**src/rtl/core/calsr_pkg.sv**
```systemverilog
package calsr_pkg;

  localparam int FRAME_W   = 32;
  localparam int HIGH_W    = 16;
  localparam int PERIOD_W  = 16;
  localparam int GAIN_W    = 32;
  localparam int MODE_W    = 2;
  localparam int CFG_IDX_W = 2;
  localparam int CFG_DAT_W = 32;

  localparam int QUEUE_DEPTH = 4;
  localparam int QUEUE_PTR_W = 2;
  localparam int QUEUE_CNT_W = 3;

  localparam logic [MODE_W-1:0] MODE_READ = 2'd1;
  localparam logic [MODE_W-1:0] MODE_ZERO = 2'd2;

  localparam logic [CFG_IDX_W-1:0] REG_CLOCK_HIGH   = 2'd0;
  localparam logic [CFG_IDX_W-1:0] REG_CLOCK_PERIOD = 2'd1;
  localparam logic [CFG_IDX_W-1:0] REG_CAL_GAIN     = 2'd2;

  localparam logic [HIGH_W-1:0]   HIGH_RESET   = 16'd10;
  localparam logic [PERIOD_W-1:0] PERIOD_RESET = 16'd100;
  localparam logic [GAIN_W-1:0]   GAIN_RESET   = 32'd65536;

  typedef struct packed {
    logic [HIGH_W-1:0]   clock_high;
    logic [PERIOD_W-1:0] clock_period;
    logic [GAIN_W-1:0]   gain;
  } calsr_cfg_t;

  // One tick's worth of front-end outcome, waiting for the scaling back end.
  typedef struct packed {
    logic               clock_level;
    logic               busy;
    logic               zero_done;
    logic               read_done;
    logic [FRAME_W-1:0] frame;
    logic [FRAME_W-1:0] offset;
  } calsr_rec_t;

endpackage

```
**src/rtl/core/calsr_if.sv**
```systemverilog
interface calsr_in_if;
  logic                           valid;
  logic                           ready;
  logic [calsr_pkg::MODE_W-1:0]   mode;
  logic                           data_level;

  modport source(output valid, mode, data_level, input ready);
  modport sink(input valid, mode, data_level, output ready);
endinterface

interface calsr_out_if;
  logic                                valid;
  logic                                ready;
  logic                                clock_level;
  logic                                busy_res;
  logic                                result_valid;
  logic                                zero_done;
  logic signed [calsr_pkg::FRAME_W-1:0] measurement;
  logic                                saturated;

  modport source(output valid, clock_level, busy_res, result_valid, zero_done,
                 measurement, saturated, input ready);
  modport sink(input valid, clock_level, busy_res, result_valid, zero_done,
               measurement, saturated, output ready);
endinterface

interface calsr_cfg_if;
  logic                              valid;
  logic                              ready;
  logic [calsr_pkg::CFG_IDX_W-1:0]   index;
  logic [calsr_pkg::CFG_DAT_W-1:0]   data;

  modport source(output valid, index, data, input ready);
  modport sink(input valid, index, data, output ready);
endinterface

```
**src/rtl/core/calsr_front.sv**
```systemverilog
module calsr_front #(
  parameter int FRAME_BITS   = 32,
  parameter int VOTE_SAMPLES = 5,
  parameter int TICK_WIDTH   = 16
) (
  input  logic                                clk,
  input  logic                                rst_n,
  input  logic                                take,
  input  logic [calsr_pkg::MODE_W-1:0]        mode,
  input  logic                                data_level,
  input  logic                                cfg_take,
  input  logic [calsr_pkg::CFG_IDX_W-1:0]     cfg_index,
  input  logic [calsr_pkg::CFG_DAT_W-1:0]     cfg_data,
  output calsr_pkg::calsr_cfg_t               cfg,
  output calsr_pkg::calsr_rec_t               rec
);

  localparam int CW  = ((TICK_WIDTH > calsr_pkg::PERIOD_W) ? TICK_WIDTH
                                                           : calsr_pkg::PERIOD_W) + 1;
  localparam int BW  = (FRAME_BITS > 1) ? $clog2(FRAME_BITS) : 1;
  localparam int VW  = $clog2(VOTE_SAMPLES + 1);
  localparam logic [CW-1:0] TICK_LIM  = CW'(1) << TICK_WIDTH;
  localparam logic [CW-1:0] VOTE_LIM  = CW'(VOTE_SAMPLES);
  localparam logic [VW-1:0] VOTE_THR  = VW'(VOTE_SAMPLES / 2 + 1);
  localparam logic [BW-1:0] LAST_BIT  = BW'(FRAME_BITS - 1);

  calsr_pkg::calsr_cfg_t cfg_r;

  logic                          busy_r, busy_nxt;
  logic                          oz_r, oz_nxt;
  logic [BW-1:0]                 bit_r, bit_nxt;
  logic [TICK_WIDTH-1:0]         tick_r, tick_nxt;
  logic [VW-1:0]                 votes_r, votes_nxt;
  logic [calsr_pkg::FRAME_W-1:0] frame_r, frame_nxt;
  logic [calsr_pkg::FRAME_W-1:0] offset_r, offset_nxt;

  logic                          active, oz, bit_end, last_bit, clk_lvl;
  logic [BW-1:0]                 bi;
  logic [TICK_WIDTH-1:0]         tc;
  logic [VW-1:0]                 hv, hv_new;
  logic [calsr_pkg::FRAME_W-1:0] fs;
  logic [CW-1:0]                 per_c, high_c, t, samp;

  assign cfg = cfg_r;

  always_ff @(posedge clk) begin
    if (!rst_n) begin
      cfg_r.clock_high   <= calsr_pkg::HIGH_RESET;
      cfg_r.clock_period <= calsr_pkg::PERIOD_RESET;
      cfg_r.gain         <= calsr_pkg::GAIN_RESET;
    end else if (cfg_take) begin
      case (cfg_index)
        calsr_pkg::REG_CLOCK_HIGH:   cfg_r.clock_high   <= cfg_data[calsr_pkg::HIGH_W-1:0];
        calsr_pkg::REG_CLOCK_PERIOD: cfg_r.clock_period <= cfg_data[calsr_pkg::PERIOD_W-1:0];
        calsr_pkg::REG_CAL_GAIN:     cfg_r.gain         <= cfg_data[calsr_pkg::GAIN_W-1:0];
        default: ;
      endcase
    end
  end

  always_comb begin
    active = busy_r || (mode == calsr_pkg::MODE_READ) || (mode == calsr_pkg::MODE_ZERO);
    oz     = busy_r ? oz_r : (mode == calsr_pkg::MODE_ZERO);
    bi     = busy_r ? bit_r : '0;
    tc     = busy_r ? tick_r : '0;
    hv     = busy_r ? votes_r : '0;
    fs     = busy_r ? frame_r : '0;

    per_c = CW'(cfg_r.clock_period);
    if (per_c == '0) per_c = CW'(1);
    if (per_c > TICK_LIM) per_c = TICK_LIM;
    high_c = CW'(cfg_r.clock_high);
    if (high_c > per_c) high_c = per_c;
    t = CW'(tc);
    if (t >= per_c) t = per_c - CW'(1);
    samp = (high_c == '0) ? '0 : high_c - CW'(1);

    clk_lvl  = t < high_c;
    bit_end  = (t + CW'(1)) >= per_c;
    last_bit = bi >= LAST_BIT;

    hv_new = hv;
    if (!oz && clk_lvl && (t < VOTE_LIM) && data_level) hv_new = hv + VW'(1);

    frame_nxt = fs;
    if (oz && (t == samp) && data_level) frame_nxt[bi] = 1'b1;
    if (bit_end && !oz && (hv_new >= VOTE_THR)) frame_nxt[bi] = 1'b1;

    busy_nxt   = busy_r;
    oz_nxt     = oz_r;
    bit_nxt    = bit_r;
    tick_nxt   = tick_r;
    votes_nxt  = votes_r;
    offset_nxt = offset_r;
    if (active) begin
      oz_nxt = oz;
      if (bit_end) begin
        votes_nxt = '0;
        tick_nxt  = '0;
        if (last_bit) begin
          busy_nxt = 1'b0;
          bit_nxt  = '0;
          if (oz) offset_nxt = frame_nxt;
        end else begin
          busy_nxt = 1'b1;
          bit_nxt  = bi + BW'(1);
        end
      end else begin
        busy_nxt  = 1'b1;
        votes_nxt = hv_new;
        tick_nxt  = TICK_WIDTH'(t + CW'(1));
        bit_nxt   = bi;
      end
    end

    rec.clock_level = active && clk_lvl;
    rec.busy        = active;
    rec.zero_done   = active && bit_end && last_bit && oz;
    rec.read_done   = active && bit_end && last_bit && !oz;
    rec.frame       = frame_nxt;
    rec.offset      = offset_r;
  end

  always_ff @(posedge clk) begin
    if (!rst_n) begin
      busy_r   <= 1'b0;
      oz_r     <= 1'b0;
      bit_r    <= '0;
      tick_r   <= '0;
      votes_r  <= '0;
      frame_r  <= '0;
      offset_r <= '0;
    end else if (take) begin
      busy_r  <= busy_nxt;
      oz_r    <= oz_nxt;
      bit_r   <= bit_nxt;
      tick_r  <= tick_nxt;
      votes_r <= votes_nxt;
      if (active) frame_r <= frame_nxt;
      offset_r <= offset_nxt;
    end
  end

endmodule

```
**src/rtl/core/calsr_queue.sv**
```systemverilog
module calsr_queue (
  input  logic                  clk,
  input  logic                  rst_n,
  input  logic                  push,
  input  calsr_pkg::calsr_rec_t push_rec,
  output logic                  full,
  input  logic                  pop,
  output calsr_pkg::calsr_rec_t head_rec,
  output logic                  empty
);

  calsr_pkg::calsr_rec_t entries [calsr_pkg::QUEUE_DEPTH];

  logic [calsr_pkg::QUEUE_PTR_W-1:0] wr_r, rd_r;
  logic [calsr_pkg::QUEUE_CNT_W-1:0] cnt_r;

  assign full     = cnt_r == calsr_pkg::QUEUE_CNT_W'(calsr_pkg::QUEUE_DEPTH);
  assign empty    = cnt_r == '0;
  assign head_rec = entries[rd_r];

  always_ff @(posedge clk) begin
    if (push) entries[wr_r] <= push_rec;
  end

  always_ff @(posedge clk) begin
    if (!rst_n) begin
      wr_r  <= '0;
      rd_r  <= '0;
      cnt_r <= '0;
    end else begin
      if (push) wr_r <= wr_r + calsr_pkg::QUEUE_PTR_W'(1);
      if (pop)  rd_r <= rd_r + calsr_pkg::QUEUE_PTR_W'(1);
      case ({push, pop})
        2'b10:   cnt_r <= cnt_r + calsr_pkg::QUEUE_CNT_W'(1);
        2'b01:   cnt_r <= cnt_r - calsr_pkg::QUEUE_CNT_W'(1);
        default: cnt_r <= cnt_r;
      endcase
    end
  end

endmodule

```
**src/rtl/core/calsr_back.sv**
```systemverilog
module calsr_back (
  input  logic                                clk,
  input  logic                                rst_n,
  input  logic                                rec_avail,
  input  calsr_pkg::calsr_rec_t               rec,
  output logic                                rec_pop,
  input  logic [calsr_pkg::GAIN_W-1:0]        gain,
  output logic                                out_valid,
  input  logic                                out_ready,
  output logic                                out_clock_level,
  output logic                                out_busy_res,
  output logic                                out_result_valid,
  output logic                                out_zero_done,
  output logic signed [calsr_pkg::FRAME_W-1:0] out_measurement,
  output logic                                out_saturated
);

  localparam int MW = calsr_pkg::FRAME_W + 1;
  localparam int HW = calsr_pkg::GAIN_W / 2;
  localparam int PW = MW + HW;
  localparam int QW = PW + 1;
  localparam logic [QW-1:0] POS_MAX = QW'(33'h0_7FFF_FFFF);
  localparam logic [QW-1:0] NEG_MAX = QW'(33'h0_8000_0000);

  typedef struct packed {
    logic clock_level;
    logic busy;
    logic zero_done;
    logic read_done;
  } flags_t;

  logic            en;
  logic            a_v_r, b_v_r, o_v_r;
  flags_t          a_f_r, b_f_r;
  logic            a_neg_r, b_neg_r;
  logic [MW-1:0]   a_mag_r;
  logic [PW-1:0]   b_lo_r, b_hi_r;

  logic signed [MW-1:0] diff;
  logic [QW-1:0]        q;
  logic [calsr_pkg::FRAME_W-1:0] meas;
  logic                 sat;

  assign en      = !o_v_r || out_ready;
  assign rec_pop = en && rec_avail;

  assign diff = $signed({rec.frame[calsr_pkg::FRAME_W-1], rec.frame})
              - $signed({rec.offset[calsr_pkg::FRAME_W-1], rec.offset});

  // The 33 by 32 product is split over the two halves of the gain.
  always_comb begin
    q    = QW'(b_hi_r) + QW'(b_lo_r >> HW);
    sat  = 1'b0;
    meas = '0;
    if (b_f_r.read_done) begin
      if (!b_neg_r) begin
        if (q > POS_MAX) begin
          sat  = 1'b1;
          meas = POS_MAX[calsr_pkg::FRAME_W-1:0];
        end else begin
          meas = q[calsr_pkg::FRAME_W-1:0];
        end
      end else begin
        if (q > NEG_MAX) begin
          sat  = 1'b1;
          meas = NEG_MAX[calsr_pkg::FRAME_W-1:0];
        end else begin
          meas = '0 - q[calsr_pkg::FRAME_W-1:0];
        end
      end
    end
  end

  always_ff @(posedge clk) begin
    if (!rst_n) begin
      a_v_r <= 1'b0;
      b_v_r <= 1'b0;
      o_v_r <= 1'b0;
    end else if (en) begin
      a_v_r <= rec_avail;
      b_v_r <= a_v_r;
      o_v_r <= b_v_r;
    end
  end

  always_ff @(posedge clk) begin
    if (en) begin
      a_f_r   <= '{rec.clock_level, rec.busy, rec.zero_done, rec.read_done};
      a_neg_r <= diff < 0;
      a_mag_r <= (diff < 0) ? MW'(-diff) : MW'(diff);
      b_f_r   <= a_f_r;
      b_neg_r <= a_neg_r;
      b_lo_r  <= PW'(a_mag_r) * PW'(gain[HW-1:0]);
      b_hi_r  <= PW'(a_mag_r) * PW'(gain[calsr_pkg::GAIN_W-1:HW]);
      out_clock_level  <= b_f_r.clock_level;
      out_busy_res     <= b_f_r.busy;
      out_result_valid <= b_f_r.read_done;
      out_zero_done    <= b_f_r.zero_done;
      out_measurement  <= $signed(meas);
      out_saturated    <= sat;
    end
  end

  assign out_valid = o_v_r;

endmodule

```
**src/rtl/core/caliper_serial_reader.sv**
```systemverilog
// A tick transfer is answered by its result transfer after the front sequencer
// and queue write, magnitude stage, split multiply and saturate registers.
// Throughput: one tick per cycle while the queue is not full; it absorbs short
// output stalls. Every accepted tick yields exactly one result.
// Synchronous active-low reset returns the reader to idle with a zero offset
// and restores the default clock timing and unity gain.
module caliper_serial_reader #(
  parameter int FRAME_BITS   = 32,
  parameter int VOTE_SAMPLES = 5,
  parameter int TICK_WIDTH   = 16
) (
  input  logic         clk,
  input  logic         rst_n,
  calsr_in_if.sink     in_ch,
  calsr_out_if.source  out_ch,
  calsr_cfg_if.sink    cfg_ch
);

  calsr_pkg::calsr_cfg_t cfg;
  calsr_pkg::calsr_rec_t front_rec, head_rec;
  logic                  q_full, q_empty, q_pop, take;

  assign in_ch.ready  = !q_full;
  assign cfg_ch.ready = 1'b1;
  assign take         = in_ch.valid && !q_full;

  calsr_front #(
    .FRAME_BITS  (FRAME_BITS),
    .VOTE_SAMPLES(VOTE_SAMPLES),
    .TICK_WIDTH  (TICK_WIDTH)
  ) u_front (
    .clk       (clk),
    .rst_n     (rst_n),
    .take      (take),
    .mode      (in_ch.mode),
    .data_level(in_ch.data_level),
    .cfg_take  (cfg_ch.valid),
    .cfg_index (cfg_ch.index),
    .cfg_data  (cfg_ch.data),
    .cfg       (cfg),
    .rec       (front_rec)
  );

  calsr_queue u_queue (
    .clk     (clk),
    .rst_n   (rst_n),
    .push    (take),
    .push_rec(front_rec),
    .full    (q_full),
    .pop     (q_pop),
    .head_rec(head_rec),
    .empty   (q_empty)
  );

  calsr_back u_back (
    .clk             (clk),
    .rst_n           (rst_n),
    .rec_avail       (!q_empty),
    .rec             (head_rec),
    .rec_pop         (q_pop),
    .gain            (cfg.gain),
    .out_valid       (out_ch.valid),
    .out_ready       (out_ch.ready),
    .out_clock_level (out_ch.clock_level),
    .out_busy_res    (out_ch.busy_res),
    .out_result_valid(out_ch.result_valid),
    .out_zero_done   (out_ch.zero_done),
    .out_measurement (out_ch.measurement),
    .out_saturated   (out_ch.saturated)
  );

endmodule

```
**src/flat_wrapper.sv**
```systemverilog
// flat-port wrapper written by rule: the top's interface ports become plain ports
module caliper_serial_reader_flat 
#(
  parameter int FRAME_BITS   = 32,
  parameter int VOTE_SAMPLES = 5,
  parameter int TICK_WIDTH   = 16
)
  (clk, rst_n, in_ch_valid, in_ch_mode, in_ch_data_level, in_ch_ready, out_ch_valid, out_ch_clock_level, out_ch_busy_res, out_ch_result_valid, out_ch_zero_done, out_ch_measurement, out_ch_saturated, out_ch_ready, cfg_ch_valid, cfg_ch_index, cfg_ch_data, cfg_ch_ready);
  calsr_in_if in_ch_i ();
  calsr_out_if out_ch_i ();
  calsr_cfg_if cfg_ch_i ();
  input  logic clk;
  input  logic rst_n;
  input wire logic [$bits(in_ch_i.valid)-1:0] in_ch_valid;
  input wire logic [$bits(in_ch_i.mode)-1:0] in_ch_mode;
  input wire logic [$bits(in_ch_i.data_level)-1:0] in_ch_data_level;
  output wire logic [$bits(in_ch_i.ready)-1:0] in_ch_ready;
  output wire logic [$bits(out_ch_i.valid)-1:0] out_ch_valid;
  output wire logic [$bits(out_ch_i.clock_level)-1:0] out_ch_clock_level;
  output wire logic [$bits(out_ch_i.busy_res)-1:0] out_ch_busy_res;
  output wire logic [$bits(out_ch_i.result_valid)-1:0] out_ch_result_valid;
  output wire logic [$bits(out_ch_i.zero_done)-1:0] out_ch_zero_done;
  output wire logic [$bits(out_ch_i.measurement)-1:0] out_ch_measurement;
  output wire logic [$bits(out_ch_i.saturated)-1:0] out_ch_saturated;
  input wire logic [$bits(out_ch_i.ready)-1:0] out_ch_ready;
  input wire logic [$bits(cfg_ch_i.valid)-1:0] cfg_ch_valid;
  input wire logic [$bits(cfg_ch_i.index)-1:0] cfg_ch_index;
  input wire logic [$bits(cfg_ch_i.data)-1:0] cfg_ch_data;
  output wire logic [$bits(cfg_ch_i.ready)-1:0] cfg_ch_ready;
  assign in_ch_i.valid = in_ch_valid;
  assign in_ch_i.mode = in_ch_mode;
  assign in_ch_i.data_level = in_ch_data_level;
  assign in_ch_ready = in_ch_i.ready;
  assign out_ch_valid = out_ch_i.valid;
  assign out_ch_clock_level = out_ch_i.clock_level;
  assign out_ch_busy_res = out_ch_i.busy_res;
  assign out_ch_result_valid = out_ch_i.result_valid;
  assign out_ch_zero_done = out_ch_i.zero_done;
  assign out_ch_measurement = out_ch_i.measurement;
  assign out_ch_saturated = out_ch_i.saturated;
  assign out_ch_i.ready = out_ch_ready;
  assign cfg_ch_i.valid = cfg_ch_valid;
  assign cfg_ch_i.index = cfg_ch_index;
  assign cfg_ch_i.data = cfg_ch_data;
  assign cfg_ch_ready = cfg_ch_i.ready;
  caliper_serial_reader #(.FRAME_BITS(FRAME_BITS), .VOTE_SAMPLES(VOTE_SAMPLES), .TICK_WIDTH(TICK_WIDTH)) u_core (.clk(clk), .rst_n(rst_n), .in_ch(in_ch_i), .out_ch(out_ch_i), .cfg_ch(cfg_ch_i));
endmodule
```
**config.mk**
```make
export PLATFORM = sky130hd
export DESIGN_NAME = caliper_serial_reader_flat
export DESIGN_NICKNAME = d
export VERILOG_FILES = /design/src/rtl/core/calsr_pkg.sv /design/src/rtl/core/calsr_if.sv /design/src/rtl/core/calsr_front.sv /design/src/rtl/core/calsr_queue.sv /design/src/rtl/core/calsr_back.sv /design/src/rtl/core/caliper_serial_reader.sv /design/src/flat_wrapper.sv
export SDC_FILE = /design/constraint.sdc
export NUM_CORES = 2
export LEC_CHECK = 0
export BUFFER_PORTS_ARGS = -buffer_cell sky130_fd_sc_hd__buf_2
export CORE_MARGIN = 8
export CORE_UTILIZATION = 40
export CTS_CLUSTER_SIZE = 16
export DETAILED_ROUTE_END_ITERATION = 6
export GPL_ROUTABILITY_DRIVEN = 0
export PLACE_DENSITY_LB_ADDON = 0.12
export SLEW_MARGIN = 20
export SYNTH_ARGS = -nofsm -noshare
export SYNTH_HDL_FRONTEND = slang
export SYNTH_SLANG_ARGS = --single-unit
```
**constraint.sdc**
```tcl
create_clock -name clk -period 21 [get_ports clk]
set_input_delay 3.15 -clock clk [delete_from_list [all_inputs] [get_ports clk]]
set_output_delay 3.15 -clock clk [all_outputs]
set_load 0.01 [all_outputs]
```
==> impl_metrics.toml <==
[synth]
synth_warnings = 0
synth.distinct_cells = 103
synth_cells = 6654
postSynth.asyncResetShare_pct = 0
netlist_area_sq_um = 64000
yosys_most_used_dff = "edfxtp_1"
synth_edf_count = 434
avgSynthCellArea_sq_um = 9.62
ys_ff_latch = 600
synth_nets = 7944
yosysSeqAreaShare_pct = 25.5

[route]
vias = 46800
ant_nets = 0
avgViaCountPerCell = 5.39
drc = 0
drt_pass1_iterations = 5
wire_per_inst_um = 21.3
drtIter0Drc = 3048
wl_mm = 185

[clock_network]
cts_hold_buf = 0
cts_made_buffers = 76
clockBufferDepth = 3
clkLatencyLatePin_ns = 0.72
clkSinkCount = 600
cts_tree = "done"
clock-root-buffer = "clkbuf_16"
path_clk_slew_ns = 0.06
cts_max_level = 3
postCtsResizedCells = 0
cts_setup_buffers = 0

[die]
rows = 147
initial_core_util_pct = 40.1
die_w_um = 416
die_h_um = 416
pin_count = 82
core_area_sq_um = 160000
die-area_sq_um = 173000

[sta]
skew_ns = 0.0717
final.setup.tns_ns = 0
period_needed_ns = 8.09
worst_slack_ns = 12.91
fmax_mhz = 124
maxSlewHeadroom_pct = 24.1
worst_pin_slew_ns = 1.13
setup_viol = 0
rsz0062_at_grt = "false"
hold_viol = 0
post-route-period-util_pct = 38.5
drv_slew = 0

[layout]
fin_nets = 7825
final_common_cell = "nand2_1"
mostFrequentLayoutCells = "nand2_1, inv_1, fa_1"
layout-drive-gt1-share_pct = 6.43
syn_to_final_growth_pct = 7.59

[power_and_ir_drop]
power_frac_seq_pct = 22.8
peakVddDrop_v = 0.0000966
p_sw_uw = 3850
p_comb_share_pct = 60.2
switching_share_pct = 48.7
finalPower_uw = 7910
powerDensity_nw_per_um2 = 115
p_int_uw = 4060
p_clk_share_pct = 16.9
p_leak_uw = 0.0282

[place]
pre_cts_slack_ns = 12.92
port_buffers = 80
dp.final_hpwl_mm = 136

[worst_setup_path]
crit_family = "adder cells"
worst_ep_arrival_time_ns = 8.52
start_kind = "flop"
crit_top_cell = "fa_1"
slowest_delay_ns = 0.93
path_class = "flop to flop"
critPathMaxFanout = 17
cp_slowest_cell = "edfxtp_1"
path_cells = "buf_4, nand2_1, fa_1, inv_1, fa_1, inv_1, fa_1, inv_1, fa_1, fa_1, fa_1, ha_1, and3_1, nand2_1, o41ai_1, a21oi_1, o31ai_1, a21oi_1, o21ai_0, a22oi_1, nor3b_1, a311oi_1"
cp_num_buf_inv = 4
cp_data_required_time_ns = 21.43
worstSetupEndpointType = "flop"

[global_routing]
grt_max_degree = 72
antenna_found_initial = 11
grt_pass1_vias = 48900
grt_use_total_pct = 21.3
overflow = 0
grt_pass1_wl_mm = 292

[worst_hold_path]
min_path_type = "flop to flop"

[run_status]
status = "completed"

[flow_run]
drv_cap = 0
==> layer usage <==
metal	up-vias	wire length, um	GRT usage, %
met5	-	7	0
met4	2	6000	6.38
met3	271	9970	3.24
met2	1221	89400	36.4
met1	23700	79900	28.0
li1	21600	-	-
==> synth_stat cells, types with 10 or more instances <==
| cell | instances | area [sq um] |
|---|---|---|
| nor4_1 | 15 | 93.8 |
| edfxtp_1 | 434 | 13000 |
| inv_1 | 932 | 3500 |
| buf_1 | 24 | 90.1 |
| nand4_1 | 35 | 219 |
| ha_1 | 382 | 4780 |
| o21ai_0 | 187 | 936 |
| fa_1 | 866 | 17300 |
| mux4_2 | 68 | 1530 |
| nand2b_1 | 29 | 181 |
| clkbuf_1 | 323 | 1210 |
| o22ai_1 | 13 | 81.3 |
| o31ai_1 | 44 | 330 |
| nand2_1 | 1223 | 4590 |
| o21a_1 | 40 | 300 |
| nand3_1 | 111 | 556 |
| nor3_1 | 83 | 415 |
| a31oi_1 | 60 | 375 |
| xor2_1 | 64 | 561 |
| nand3b_1 | 14 | 105 |
| a21o_1 | 87 | 653 |
| nor2_1 | 189 | 709 |
| nor2b_1 | 30 | 188 |
| a21oi_1 | 201 | 1010 |
| xnor2_1 | 142 | 1240 |
| and2_1 | 327 | 2050 |
| o211ai_1 | 57 | 428 |
| or3_1 | 32 | 200 |
| mux2i_1 | 26 | 260 |
| and3_1 | 40 | 250 |
| o21bai_1 | 23 | 173 |
| dfxtp_1 | 166 | 3320 |
| a211oi_1 | 39 | 293 |
| nor3b_1 | 10 | 75.1 |
| a21boi_0 | 82 | 616 |
| a22oi_1 | 12 | 90.1 |
| a2111oi_0 | 17 | 149 |
==> registers in the layout (all words and copies together), names as in the netlist, 4 cells and up, named ones only <==
register,count
u_core.u_front.offset_r,32
u_core.u_queue.entries,272
u_core.u_front.bit_r,5
u_core.u_back.b_lo_r,33
u_core.u_front.cfg,64
u_core.u_back.out_measurement,32
u_core.u_front.tick_r,16
u_core.u_back.a_f_r,4
u_core.u_back.a_mag_r,33
u_core.u_back.b_hi_r,49
u_core.u_back.b_f_r,4
u_core.u_front.frame_r,32
==> power groups by stage <==
stage	Clock, uW	Sequential (uW)	Combinational (uW)
after floorplan	0	1750	3270
after global placement	0	1830	4780
after detailed placement	0	1840	4810
after CTS	1380	1810	4830
after global routing	1430	1830	5290
final	1340	1810	4770
==> worst paths after layout <==
| check | startpoint | end | slack [ns] | cells after the start |
|---|---|---|---|---|
| max reg2reg | u_core.u_back.a_mag_r[18] | u_core.u_back.b_hi_r[48] | 12.91 | 22 |
| max | u_core.u_back.a_mag_r[18] | u_core.u_back.b_hi_r[48] | 12.91 | 22 |
| min | u_core.u_back.a_neg_r | u_core.u_back.b_neg_r | 0.42 | 0 |
| min reg2reg | u_core.u_back.a_neg_r | u_core.u_back.b_neg_r | 0.42 | 0 |
==> stage by stage <==
stage,utilization [%],cell area (sq um),instances,hold WS (ns)
4_1_cts,43.1,68900,8682,0.426
3_3_place_gp,41.5,66300,8543,0.404
3_5_place_dp,41.5,66300,8543,0.413
5_1_grt,43.1,68900,8682,0.428
2_1_floorplan,-,64000,6654,0.400
6_report,43.1,68900,8685,0.425
==> area by class of cell <==
cell class,instances,area (sq um)
repair buffers,177,1130
inverters,933,3510
clock inverters,44,574
fillers,15600,90900
well taps,2086,2610
multi-input cells,4747,42700
clock buffers,95,1990
flip-flops and latches,600,16400
diodes,3,7.51
==> logic make-up after synthesis <==
kind of cell / synth area share [%]
buffers and inverters: 7.83
flip-flops: 25.5
AND/OR/NAND/NOR: 15.9
other: 0.00586
AO/OA/AOI/OAI: 10.3
multiplexers: 3.06
adder cells (fa/ha/maj): 34.5
XOR/XNOR: 2.82
Note: power is estimated with default switching activity, not from simulation.
